$ cat config.mk
export PLATFORM = sky130hd
export DESIGN_NAME = sliding_window_min_max_filter_top_flat
export DESIGN_NICKNAME = d
export VERILOG_FILES = /design/src/rtl/swm_pkg.sv /design/src/rtl/swm_in_if.sv /design/src/rtl/swm_out_if.sv /design/src/rtl/swm_ram.sv /design/src/rtl/swm_fifo.sv /design/src/rtl/swm_front.sv /design/src/rtl/swm_back.sv /design/src/rtl/sliding_window_min_max_filter_top.sv /design/src/flat_wrapper.sv
export SDC_FILE = /design/constraint.sdc
export NUM_CORES = 1
export LEC_CHECK = 0
export ABC_AREA = 0
export ABC_CLOCK_PERIOD_IN_PS = 7300
export BUFFER_PORTS_ARGS = -buffer_cell sky130_fd_sc_hd__buf_2
export CAP_MARGIN = 40
export CORE_MARGIN = 4
export CORE_UTILIZATION = 45
export CTS_CLUSTER_DIAMETER = 100
export CTS_CLUSTER_SIZE = 12
export DETAILED_ROUTE_END_ITERATION = 12
export HOLD_SLACK_MARGIN = 0.15
export PLACE_DENSITY_LB_ADDON = 0.3
export SYNTH_ARGS = -nofsm -noshare
export SYNTH_HDL_FRONTEND = slang
export SYNTH_SLANG_ARGS = --single-unit
$ cat constraint.sdc
create_clock -name clk -period 7.3 [get_ports clk]
set_input_delay 0.73 -clock clk [delete_from_list [all_inputs] [get_ports clk]]
set_output_delay 0.73 -clock clk [all_outputs]
set_load 0.02 [all_outputs]
$ cat src/rtl/swm_pkg.sv
package swm_pkg;

	localparam int SAMPLE_W       = 16;
	localparam int WL_W           = 6;
	localparam int CFG_IDX_W      = 1;
	localparam int CFG_DATA_W     = 6;
	localparam int MAX_WINDOW_DEF = 32;
	localparam int JOB_FIFO_DEPTH = 4;

	localparam logic [CFG_IDX_W-1:0] CFG_WINDOW_LENGTH = 1'd0;
	localparam logic [CFG_IDX_W-1:0] CFG_TAKE_MAXIMUM  = 1'd1;

	localparam logic [WL_W-1:0] WINDOW_LENGTH_RST = 6'd5;
	localparam logic            TAKE_MAXIMUM_RST  = 1'b1;

endpackage

$ cat src/rtl/swm_in_if.sv
interface swm_in_if
	import swm_pkg::*;
();
	logic                       valid;
	logic                       ready;
	logic signed [SAMPLE_W-1:0] sample;
	logic                       end_of_sequence;

	modport source (output valid, output sample, output end_of_sequence, input ready);
	modport sink (input valid, input sample, input end_of_sequence, output ready);
endinterface

$ cat src/rtl/swm_out_if.sv
interface swm_out_if
	import swm_pkg::*;
();
	logic                       valid;
	logic                       ready;
	logic signed [SAMPLE_W-1:0] extreme_value;
	logic                       final_result;

	modport source (output valid, output extreme_value, output final_result, input ready);
	modport sink (input valid, input extreme_value, input final_result, output ready);
endinterface

$ cat src/rtl/swm_ram.sv
module swm_ram #(
	parameter int WIDTH = 16,
	parameter int DEPTH = 32,
	localparam int AW = (DEPTH > 1) ? $clog2(DEPTH) : 1
) (
	input  logic             clk,
	input  logic             we,
	input  logic [AW-1:0]    waddr,
	input  logic [WIDTH-1:0] wdata,
	input  logic             re,
	input  logic [AW-1:0]    raddr,
	output logic [WIDTH-1:0] rdata
);
	logic [WIDTH-1:0] mem [DEPTH];

	always_ff @(posedge clk) begin
		if (we) begin
			mem[waddr] <= wdata;
		end
		if (re) begin
			rdata <= mem[raddr];
		end
	end
endmodule

$ cat src/rtl/swm_fifo.sv
module swm_fifo #(
	parameter int WIDTH = 8,
	parameter int DEPTH = 4,
	localparam int AW = (DEPTH > 1) ? $clog2(DEPTH) : 1,
	localparam int CW = $clog2(DEPTH + 1)
) (
	input  logic             clk,
	input  logic             arst_n,
	input  logic             push_valid,
	output logic             push_ready,
	input  logic [WIDTH-1:0] push_data,
	input  logic             pop,
	output logic             empty,
	output logic [WIDTH-1:0] pop_data
);
	logic [WIDTH-1:0] slot_q [DEPTH];
	logic [AW-1:0]    wr_ptr_q;
	logic [AW-1:0]    rd_ptr_q;
	logic [CW-1:0]    count_q;
	logic             do_push;
	logic             do_pop;

	assign push_ready = (count_q != CW'(DEPTH));
	assign empty      = (count_q == '0);
	assign do_push    = push_valid && push_ready;
	assign do_pop     = pop && !empty;
	assign pop_data   = slot_q[rd_ptr_q];

	always_ff @(posedge clk) begin
		if (do_push) begin
			slot_q[wr_ptr_q] <= push_data;
		end
	end

	always_ff @(posedge clk or negedge arst_n) begin
		if (!arst_n) begin
			wr_ptr_q <= '0;
			rd_ptr_q <= '0;
			count_q  <= '0;
		end else begin
			if (do_push) begin
				wr_ptr_q <= (wr_ptr_q == AW'(DEPTH - 1)) ? '0 : wr_ptr_q + AW'(1);
			end
			if (do_pop) begin
				rd_ptr_q <= (rd_ptr_q == AW'(DEPTH - 1)) ? '0 : rd_ptr_q + AW'(1);
			end
			case ({do_push, do_pop})
				2'b10:   count_q <= count_q + CW'(1);
				2'b01:   count_q <= count_q - CW'(1);
				default: count_q <= count_q;
			endcase
		end
	end
endmodule

$ cat src/rtl/swm_front.sv
module swm_front
	import swm_pkg::*;
#(
	parameter int MAX_WINDOW = MAX_WINDOW_DEF,
	localparam int AW = $clog2(MAX_WINDOW),
	localparam int SW = $clog2(MAX_WINDOW + 1),
	localparam int JW = AW + SW + 2
) (
	input  logic                clk,
	input  logic                arst_n,
	swm_in_if.sink              in_ch,
	input  logic [WL_W-1:0]     window_length,
	input  logic                take_maximum,
	output logic                ram_we,
	output logic [AW-1:0]       ram_waddr,
	output logic [SAMPLE_W-1:0] ram_wdata,
	output logic                job_valid,
	input  logic                job_ready,
	output logic [JW-1:0]       job_data,
	input  logic                queue_empty,
	input  logic                back_busy
);
	localparam int PW = $clog2(MAX_WINDOW / 2 + 2);
	localparam int EW = (SW > WL_W) ? SW : WL_W;

	localparam logic F_IDLE = 1'b0;
	localparam logic F_EMIT = 1'b1;

	typedef struct packed {
		logic [AW-1:0] addr;
		logic [SW-1:0] len;
		logic          final_result;
		logic          take_max;
	} job_t;

	logic          state_q;
	logic [AW-1:0] wp_q;
	logic [SW-1:0] seen_q;
	logic [PW-1:0] lag_q;
	logic [PW-1:0] d_q;
	logic [PW-1:0] rem_q;
	logic [PW-1:0] n1_q;
	logic [PW-1:0] n2_q;
	logic          last_q;
	logic          tmax_q;

	logic          accept;
	logic [EW-1:0] wl_ext;
	logic [SW-1:0] w_eff;
	logic [SW-1:0] w_m1;
	logic [PW-1:0] n1;
	logic [PW-1:0] n2;
	logic [PW-1:0] pending;
	logic [PW-1:0] count;

	logic [SW-1:0] d_ext;
	logic [SW-1:0] lo_raw;
	logic [SW-1:0] reach;
	logic [SW-1:0] seen_m1;
	logic [SW-1:0] hi;
	logic [SW-1:0] lo;
	logic [AW:0]   addr_raw;
	job_t          job;

	assign in_ch.ready = (state_q == F_IDLE) && queue_empty && !back_busy;
	assign accept      = in_ch.valid && in_ch.ready;

	assign ram_we    = accept;
	assign ram_waddr = wp_q;
	assign ram_wdata = in_ch.sample;

	// clamp window length into 1..MAX_WINDOW
	always_comb begin
		wl_ext = EW'(window_length);
		if (wl_ext == '0) begin
			w_eff = SW'(1);
		end else if (wl_ext > EW'(MAX_WINDOW)) begin
			w_eff = SW'(MAX_WINDOW);
		end else begin
			w_eff = SW'(wl_ext);
		end
		w_m1    = w_eff - SW'(1);
		n1      = PW'(w_m1 >> 1);
		n2      = PW'(w_eff >> 1);
		pending = lag_q + PW'(1);
		if (in_ch.end_of_sequence) begin
			count = pending;
		end else if (pending > n2) begin
			count = pending - n2;
		end else begin
			count = '0;
		end
	end

	// window bounds for position d_q samples back from the newest
	always_comb begin
		d_ext   = SW'(d_q);
		lo_raw  = (d_ext > SW'(n2_q)) ? d_ext - SW'(n2_q) : '0;
		reach   = d_ext + SW'(n1_q);
		seen_m1 = seen_q - SW'(1);
		hi      = (reach > seen_m1) ? seen_m1 : reach;
		lo      = (lo_raw > hi) ? hi : lo_raw;
		addr_raw = {1'b0, wp_q} + (AW + 1)'(MAX_WINDOW - 1) - (AW + 1)'(lo);
		if (addr_raw >= (AW + 1)'(MAX_WINDOW)) begin
			addr_raw = addr_raw - (AW + 1)'(MAX_WINDOW);
		end
		job.addr         = AW'(addr_raw);
		job.len          = hi - lo + SW'(1);
		job.final_result = last_q && (rem_q == PW'(1));
		job.take_max     = tmax_q;
	end

	assign job_valid = (state_q == F_EMIT);
	assign job_data  = job;

	always_ff @(posedge clk) begin
		if (accept) begin
			n1_q   <= n1;
			n2_q   <= n2;
			last_q <= in_ch.end_of_sequence;
			tmax_q <= take_maximum;
		end
	end

	always_ff @(posedge clk or negedge arst_n) begin
		if (!arst_n) begin
			state_q <= F_IDLE;
			wp_q    <= '0;
			seen_q  <= '0;
			lag_q   <= '0;
			d_q     <= '0;
			rem_q   <= '0;
		end else begin
			case (state_q)
				F_IDLE: begin
					if (accept) begin
						wp_q   <= (wp_q == AW'(MAX_WINDOW - 1)) ? '0 : wp_q + AW'(1);
						seen_q <= (seen_q == SW'(MAX_WINDOW)) ? seen_q : seen_q + SW'(1);
						lag_q  <= pending - count;
						d_q    <= pending - PW'(1);
						rem_q  <= count;
						if (count != '0) begin
							state_q <= F_EMIT;
						end
					end
				end
				F_EMIT: begin
					if (job_ready) begin
						d_q   <= d_q - PW'(1);
						rem_q <= rem_q - PW'(1);
						if (rem_q == PW'(1)) begin
							state_q <= F_IDLE;
							if (last_q) begin
								wp_q   <= '0;
								seen_q <= '0;
								lag_q  <= '0;
							end
						end
					end
				end
				default: state_q <= F_IDLE;
			endcase
		end
	end
endmodule

$ cat src/rtl/swm_back.sv
module swm_back
	import swm_pkg::*;
#(
	parameter int MAX_WINDOW = MAX_WINDOW_DEF,
	localparam int AW = $clog2(MAX_WINDOW),
	localparam int SW = $clog2(MAX_WINDOW + 1),
	localparam int JW = AW + SW + 2
) (
	input  logic                clk,
	input  logic                arst_n,
	input  logic                queue_empty,
	input  logic [JW-1:0]       job_data,
	output logic                job_pop,
	output logic                ram_re,
	output logic [AW-1:0]       ram_raddr,
	input  logic [SAMPLE_W-1:0] ram_rdata,
	swm_out_if.source           out_ch,
	output logic                busy
);
	localparam logic [1:0] B_IDLE  = 2'd0;
	localparam logic [1:0] B_READ  = 2'd1;
	localparam logic [1:0] B_DRAIN = 2'd2;
	localparam logic [1:0] B_OUT   = 2'd3;

	typedef struct packed {
		logic [AW-1:0] addr;
		logic [SW-1:0] len;
		logic          final_result;
		logic          take_max;
	} job_t;

	logic [1:0]                 state_q;
	logic [AW-1:0]              addr_q;
	logic [SW-1:0]              rem_q;
	logic                       first_q;
	logic                       tmax_q;
	logic                       final_q;
	logic                       valid_s1;
	logic                       first_s1;
	logic signed [SAMPLE_W-1:0] best_q;
	logic                       out_valid_q;
	logic signed [SAMPLE_W-1:0] out_value_q;
	logic                       out_final_q;

	job_t                       job;
	logic signed [SAMPLE_W-1:0] rd_val;
	logic                       better;
	logic                       load_out;

	assign job       = job_t'(job_data);
	assign job_pop   = (state_q == B_IDLE) && !queue_empty;
	assign ram_re    = (state_q == B_READ);
	assign ram_raddr = addr_q;
	assign busy      = (state_q == B_READ) || (state_q == B_DRAIN);

	assign rd_val   = $signed(ram_rdata);
	assign better   = tmax_q ? (rd_val > best_q) : (rd_val < best_q);
	assign load_out = (state_q == B_OUT) && (!out_valid_q || out_ch.ready);

	assign out_ch.valid         = out_valid_q;
	assign out_ch.extreme_value = out_value_q;
	assign out_ch.final_result  = out_final_q;

	always_ff @(posedge clk) begin
		if (job_pop) begin
			tmax_q  <= job.take_max;
			final_q <= job.final_result;
		end
		if (valid_s1 && (first_s1 || better)) begin
			best_q <= rd_val;
		end
		if (load_out) begin
			out_value_q <= best_q;
			out_final_q <= final_q;
		end
	end

	always_ff @(posedge clk or negedge arst_n) begin
		if (!arst_n) begin
			state_q     <= B_IDLE;
			addr_q      <= '0;
			rem_q       <= '0;
			first_q     <= 1'b0;
			valid_s1    <= 1'b0;
			first_s1    <= 1'b0;
			out_valid_q <= 1'b0;
		end else begin
			valid_s1 <= (state_q == B_READ);
			first_s1 <= (state_q == B_READ) && first_q;
			if (load_out) begin
				out_valid_q <= 1'b1;
			end else if (out_ch.ready) begin
				out_valid_q <= 1'b0;
			end
			case (state_q)
				B_IDLE: begin
					if (job_pop) begin
						addr_q  <= job.addr;
						rem_q   <= job.len;
						first_q <= 1'b1;
						state_q <= B_READ;
					end
				end
				B_READ: begin
					// walk toward older samples, one history read a cycle
					addr_q  <= (addr_q == '0) ? AW'(MAX_WINDOW - 1) : addr_q - AW'(1);
					rem_q   <= rem_q - SW'(1);
					first_q <= 1'b0;
					if (rem_q == SW'(1)) begin
						state_q <= B_DRAIN;
					end
				end
				B_DRAIN: state_q <= B_OUT;
				B_OUT: begin
					if (load_out) begin
						state_q <= B_IDLE;
					end
				end
				default: state_q <= B_IDLE;
			endcase
		end
	end
endmodule

$ cat src/rtl/sliding_window_min_max_filter_top.sv
// Channel   Dir   Payload                                  Handshake
// in_ch     in    sample[15:0] signed, end_of_sequence     valid / ready
// out_ch    out   extreme_value[15:0] signed, final_result valid / ready
// cfg       in    cfg_index, cfg_data[5:0]                 cfg_we, no wait
//
// Items that release no result can stream at one per cycle while no job is queued and the back unit is not reading.
// For each result, the back unit reads the history
// RAM one entry per cycle through its single read port.
// The next item is taken once all results of the previous one have been computed.
// arst_n clears control state only; the history RAM is not cleared.
// A stalled output holds the last result in the output register; the back unit then waits.
module sliding_window_min_max_filter_top
	import swm_pkg::*;
#(
	parameter int MAX_WINDOW = MAX_WINDOW_DEF
) (
	input  logic                  clk,
	input  logic                  arst_n,
	swm_in_if.sink                in_ch,
	swm_out_if.source             out_ch,
	input  logic                  cfg_we,
	input  logic [CFG_IDX_W-1:0]  cfg_index,
	input  logic [CFG_DATA_W-1:0] cfg_data
);
	localparam int AW = $clog2(MAX_WINDOW);
	localparam int SW = $clog2(MAX_WINDOW + 1);
	localparam int JW = AW + SW + 2;

	logic [WL_W-1:0]     window_length_q;
	logic                take_maximum_q;

	logic                ram_we;
	logic [AW-1:0]       ram_waddr;
	logic [SAMPLE_W-1:0] ram_wdata;
	logic                ram_re;
	logic [AW-1:0]       ram_raddr;
	logic [SAMPLE_W-1:0] ram_rdata;

	logic                job_valid;
	logic                job_ready;
	logic [JW-1:0]       job_in;
	logic [JW-1:0]       job_out;
	logic                job_pop;
	logic                queue_empty;
	logic                back_busy;

	always_ff @(posedge clk or negedge arst_n) begin
		if (!arst_n) begin
			window_length_q <= WINDOW_LENGTH_RST;
			take_maximum_q  <= TAKE_MAXIMUM_RST;
		end else if (cfg_we) begin
			case (cfg_index)
				CFG_WINDOW_LENGTH: window_length_q <= cfg_data[WL_W-1:0];
				CFG_TAKE_MAXIMUM:  take_maximum_q  <= cfg_data[0];
				default: ;
			endcase
		end
	end

	swm_front #(.MAX_WINDOW(MAX_WINDOW)) u_front (
		.clk           (clk),
		.arst_n        (arst_n),
		.in_ch         (in_ch),
		.window_length (window_length_q),
		.take_maximum  (take_maximum_q),
		.ram_we        (ram_we),
		.ram_waddr     (ram_waddr),
		.ram_wdata     (ram_wdata),
		.job_valid     (job_valid),
		.job_ready     (job_ready),
		.job_data      (job_in),
		.queue_empty   (queue_empty),
		.back_busy     (back_busy)
	);

	swm_ram #(.WIDTH(SAMPLE_W), .DEPTH(MAX_WINDOW)) u_history (
		.clk   (clk),
		.we    (ram_we),
		.waddr (ram_waddr),
		.wdata (ram_wdata),
		.re    (ram_re),
		.raddr (ram_raddr),
		.rdata (ram_rdata)
	);

	swm_fifo #(.WIDTH(JW), .DEPTH(JOB_FIFO_DEPTH)) u_job_queue (
		.clk        (clk),
		.arst_n     (arst_n),
		.push_valid (job_valid),
		.push_ready (job_ready),
		.push_data  (job_in),
		.pop        (job_pop),
		.empty      (queue_empty),
		.pop_data   (job_out)
	);

	swm_back #(.MAX_WINDOW(MAX_WINDOW)) u_back (
		.clk         (clk),
		.arst_n      (arst_n),
		.queue_empty (queue_empty),
		.job_data    (job_out),
		.job_pop     (job_pop),
		.ram_re      (ram_re),
		.ram_raddr   (ram_raddr),
		.ram_rdata   (ram_rdata),
		.out_ch      (out_ch),
		.busy        (back_busy)
	);

	// history must not change under an in-progress window scan
	a_no_write_during_scan: assert property (@(posedge clk) disable iff (!arst_n)
		ram_we |-> !back_busy && !ram_re)
		else $error("history written while window scan in progress");

	// a transfer in only happens once all queued jobs are drained
	a_accept_queue_empty: assert property (@(posedge clk) disable iff (!arst_n)
		(in_ch.valid && in_ch.ready) |-> queue_empty && !job_valid)
		else $error("input transfer with jobs still queued");

	// the last sample always releases at least one result, so the front must stall
	a_last_stalls_input: assert property (@(posedge clk) disable iff (!arst_n)
		(in_ch.valid && in_ch.ready && in_ch.end_of_sequence) |=> !in_ch.ready)
		else $error("no flush after end of sequence");
endmodule

$ cat src/flat_wrapper.sv
// flat-port wrapper written by rule: the top's interface ports become plain ports
module sliding_window_min_max_filter_top_flat import swm_pkg::*;
#(
	parameter int MAX_WINDOW = MAX_WINDOW_DEF
)
  (clk, arst_n, cfg_we, cfg_index, cfg_data, in_ch_valid, in_ch_sample, in_ch_end_of_sequence, in_ch_ready, out_ch_valid, out_ch_extreme_value, out_ch_final_result, out_ch_ready);
  swm_in_if in_ch_i ();
  swm_out_if out_ch_i ();
  input  logic clk;
  input  logic arst_n;
  input  logic cfg_we;
  input  logic [CFG_IDX_W-1:0] cfg_index;
  input  logic [CFG_DATA_W-1:0] cfg_data;
  input wire logic [$bits(in_ch_i.valid)-1:0] in_ch_valid;
  input wire logic [$bits(in_ch_i.sample)-1:0] in_ch_sample;
  input wire logic [$bits(in_ch_i.end_of_sequence)-1:0] in_ch_end_of_sequence;
  output wire logic [$bits(in_ch_i.ready)-1:0] in_ch_ready;
  output wire logic [$bits(out_ch_i.valid)-1:0] out_ch_valid;
  output wire logic [$bits(out_ch_i.extreme_value)-1:0] out_ch_extreme_value;
  output wire logic [$bits(out_ch_i.final_result)-1:0] out_ch_final_result;
  input wire logic [$bits(out_ch_i.ready)-1:0] out_ch_ready;
  assign in_ch_i.valid = in_ch_valid;
  assign in_ch_i.sample = in_ch_sample;
  assign in_ch_i.end_of_sequence = in_ch_end_of_sequence;
  assign in_ch_ready = in_ch_i.ready;
  assign out_ch_valid = out_ch_i.valid;
  assign out_ch_extreme_value = out_ch_i.extreme_value;
  assign out_ch_final_result = out_ch_i.final_result;
  assign out_ch_i.ready = out_ch_ready;
  sliding_window_min_max_filter_top #(.MAX_WINDOW(MAX_WINDOW)) u_core (.clk(clk), .arst_n(arst_n), .in_ch(in_ch_i), .out_ch(out_ch_i), .cfg_we(cfg_we), .cfg_index(cfg_index), .cfg_data(cfg_data));
endmodule
==> results.json <==
{
  "port_buffers": 47,
  "fmax_mhz": 161,
  "syn_area_per_cell_um2": 18.6,
  "rr_endpoint": "u_core.u_job_queue.slot_q[3][7]$_DFFE_PP_",
  "holdBufCountCts": 0,
  "final_common_cell": "edfxtp_1",
  "grtUsageMet3_pct": 2.61,
  "synth_cell_types": 69,
  "drv_cap": 0,
  "hold_viol": 0,
  "r2r_setup_slack_ns": 1.10,
  "final_max_slew_viol_count": 0,
  "outcome": "completed",
  "clock_sinks": 685,
  "insertion_delay_ns": 0.59,
  "synth.net_count": 1674,
  "wl_per_cell_um": 23.3,
  "syn_area_mm2": 0.0288,
  "routed_wl_mm": 58.7,
  "cts_setup_buffers": 0,
  "core_mm2": 0.0632,
  "dieArea_mm2": 0.0681,
  "fin_util_pct": 50.9,
  "ys_async_sr_fraction_pct": 8.47,
  "fin_skew_ns": 0.0196,
  "globalplace.congestion": 0.806,
  "cp.required_ns": 7.61,
  "slowest_stage": "o32a_1",
  "layout-drive-gt1-share_pct": 24.7,
  "cp_common_cell": "inv_1",
  "gr-usage-all-layers_pct": 17.7,
  "ys_ff_latch": 685,
  "rsz0062_at_grt": "no",
  "met2_usage_pct": 31.1,
  "cts-resized-gates": 0,
  "drt_iter0_markers": 1206,
  "yosys_warnings": 0,
  "hold_path.class": "in -> async",
  "pin_count": 48,
  "post-route-period-util_pct": 85.0,
  "intPower_uw": 9540,
  "p_switching_uw": 4630,
  "p_seq_share_pct": 39.8,
  "htree_levels": 3,
  "num_vias": 14200,
  "pwr-share-clk_pct": 22.0,
  "nNetsFinal": 1772,
  "route.detailed.drc": 0,
  "antenna_found_initial": 1,
  "grt_pass1_wl_mm": 90.3,
  "finalSetupViolCount": 0,
  "period_needed_ns": 6.20,
  "grt_max_degree": 107,
  "vias_per_cell": 5.65,
  "timing.rr.start": "u_core.u_front.d_q[1]$_DFFE_PN0P_",
  "cts_buffers": 67,
  "synth-edff-count": 627,
  "critPathMaxStageDelay_ns": 0.48,
  "pre_cts_ws_ns": 1.20,
  "setup_slack_ns": 1.10,
  "start_util_pct": 45.6,
  "cts_tree": "done",
  "ys_seq_area_share_pct": 70.4,
  "cellLeakagePower_uw": 0.0109,
  "synth_top_flop_cell": "edfxtp_1",
  "root_buffer": "clkbuf_16",
  "regArea_mm2": 0.0203,
  "rows": 92,
  "comb_power_share_pct": 38.2,
  "antenna_left": 0,
  "worstSetupStartpointType": "register",
  "grt-ovfl-total": 0,
  "peakVddDrop_mv": 0.386,
  "relSlewSlack_pct": 37.5,
  "met1_usage_pct": 23.1,
  "path_clk_slew_ns": 0.07,
  "tightestPinTransition_ns": 0.938,
  "crit_path_end_kind": "register",
  "cp_max_fo": 12,
  "grt.busiest_layer": "met2",
  "r2r_cells": 29,
  "layout_common_cells": "edfxtp_1 (627), mux4_2 (173), ha_1 (85), inv_1 (73), clkbuf_16 (71)",
  "cp-startpoint": "u_core.u_front.d_q[1]$_DFFE_PN0P_",
  "grt_pass1_vias": 14900,
  "cts.path.max_buffers": 3,
  "first_pass_iters": 5,
  "setup_tns_ns": 0,
  "worst-endpoint-arrival_ns": 6.51,
  "die_w_um": 261,
  "chipHeight_um": 261,
  "criticalPathCategory": "reg -> reg",
  "multi_input_area_mm2": 0.00802,
  "final.fill_count": 4998,
  "cellPowerDensity_mw_per_mm2": 440,
  "dp_hpwl_mm": 35.9,
  "syn_to_final_growth_pct": 11.7,
  "crit_path_end": "u_core.u_job_queue.slot_q[3][7]$_DFFE_PP_",
  "sw_frac_of_total_pct": 32.7,
  "syn_inst": 1553
}
final cells by class:
| cell class | count | share of cell area, % |
|---|---|---|
| inverter | 74 | 0.863 |
| antenna | 1 | 0.00778 |
| tap | 846 | 3.29 |
| timing repair buffer | 93 | 1.98 |
| clock buffer | 90 | 5.74 |
| sequential | 685 | 63.1 |
| clock inverter | 3 | 0.148 |
| multi-input combinational | 730 | 24.9 |
flip-flops by register name, indices dropped and copies added (netlist names), 6 cells and up:
register                            count
u_core.u_back.best_q                   16
u_core.u_back.out_ch.extreme_value     16
u_core.u_back.rem_q                     6
u_core.u_front.seen_q                   6
u_core.u_history.mem                  512
u_core.u_history.rdata                 16
u_core.u_job_queue.slot_q              52
u_core.window_length_q                  6
how the worst min path moves through the flow:
| stage | depth (start not counted) | start | to |
|---|---|---|---|
| after CTS | 2 | arst_n | u_core.u_front.lag_q[3]$_DFFE_PN0P_ |
| after global routing | 2 | arst_n | u_core.u_front.lag_q[3]$_DFFE_PN0P_ |
| after floorplan | 0 | u_core.u_back.final_q$_DFFE_PP_ | u_core.u_back.out_ch.final_result$_DFFE_PP_ |
| after global placement | 0 | u_core.u_back.final_q$_DFFE_PP_ | u_core.u_back.out_ch.final_result$_DFFE_PP_ |
| final | 2 | arst_n | u_core.u_front.lag_q[3]$_DFFE_PN0P_ |
| after detailed placement | 0 | u_core.u_back.final_q$_DFFE_PP_ | u_core.u_back.out_ch.final_result$_DFFE_PP_ |
worst max-delay path: cells and delay by family, from the launching register on:
family                   cells  cell delay (ns)
XOR/XNOR                     2             0.30
buffers and inverters        5             0.39
adder cells (fa/ha/maj)      6             1.92
flip-flops                   1             0.44
AND/OR/NAND/NOR              6             0.72
AO/OA/AOI/OAI               10             2.15
through the flow:
step                hold slack, ns  total power [uW]  instances  area, um2
finish                       0.306             14200       2522      32200
CTS                          0.318             14400       2521      32200
global route                 0.362             15100       2521      32200
global placement             0.414             11000       2421      30200
detailed placement           0.413             11200       2428      30300
floorplan                    0.400              9760       1553      28800
routing by layer:
metal | vias up | wire length [um]
met5 | - | 0
met4 | 0 | 1360
met3 | 77 | 3060
met2 | 371 | 30400
met1 | 7450 | 23900
li1 | 6350 | -
power by group through the flow:
stage	registers, uW	clock network (uW)	logic [uW]
after detailed placement	5740	0	5490
after global routing	5710	3370	6040
after floorplan	5540	0	4230
final	5650	3120	5410
after global placement	5750	0	5300
after CTS	5660	3200	5520
logic make-up after synthesis:
family / Yosys count / synth area share [%]
AO/OA/AOI/OAI: 149 / 3.21
other: 1 / 0.0130
buffers and inverters: 138 / 2.09
XOR/XNOR: 39 / 1.19
AND/OR/NAND/NOR: 242 / 4.11
adder cells (fa/ha/maj): 93 / 4.21
flip-flops: 685 / 70.4
multiplexers: 206 / 14.8
cell usage after synthesis, types with 5 or more instances:
master,number,area [um2]
edfxtp_1,627,18800
mux4_2,173,3900
ha_1,85,1060
nor2_1,77,289
inv_1,73,274
dfrtp_1,55,1380
nand2_1,53,199
o21ai_0,36,180
a21oi_1,35,175
clkbuf_1,35,131
mux2_2,25,282
xnor2_1,24,210
nand3_1,21,105
and3_1,16,100
xor2_1,15,131
a21o_1,14,105
nor3_1,14,70.1
o21ai_1,13,65.1
nor2b_1,12,75.1
buf_1,11,41.3
buf_6,10,113
o22ai_1,10,62.6
nand2b_1,9,56.3
buf_2,8,40.0
nand4_1,8,50.1
and2_1,7,43.8
fa_1,7,140
mux2i_1,7,70.1
a211oi_1,5,37.5
nor3b_1,5,37.5
Note: power is estimated with default switching activity, not from simulation.
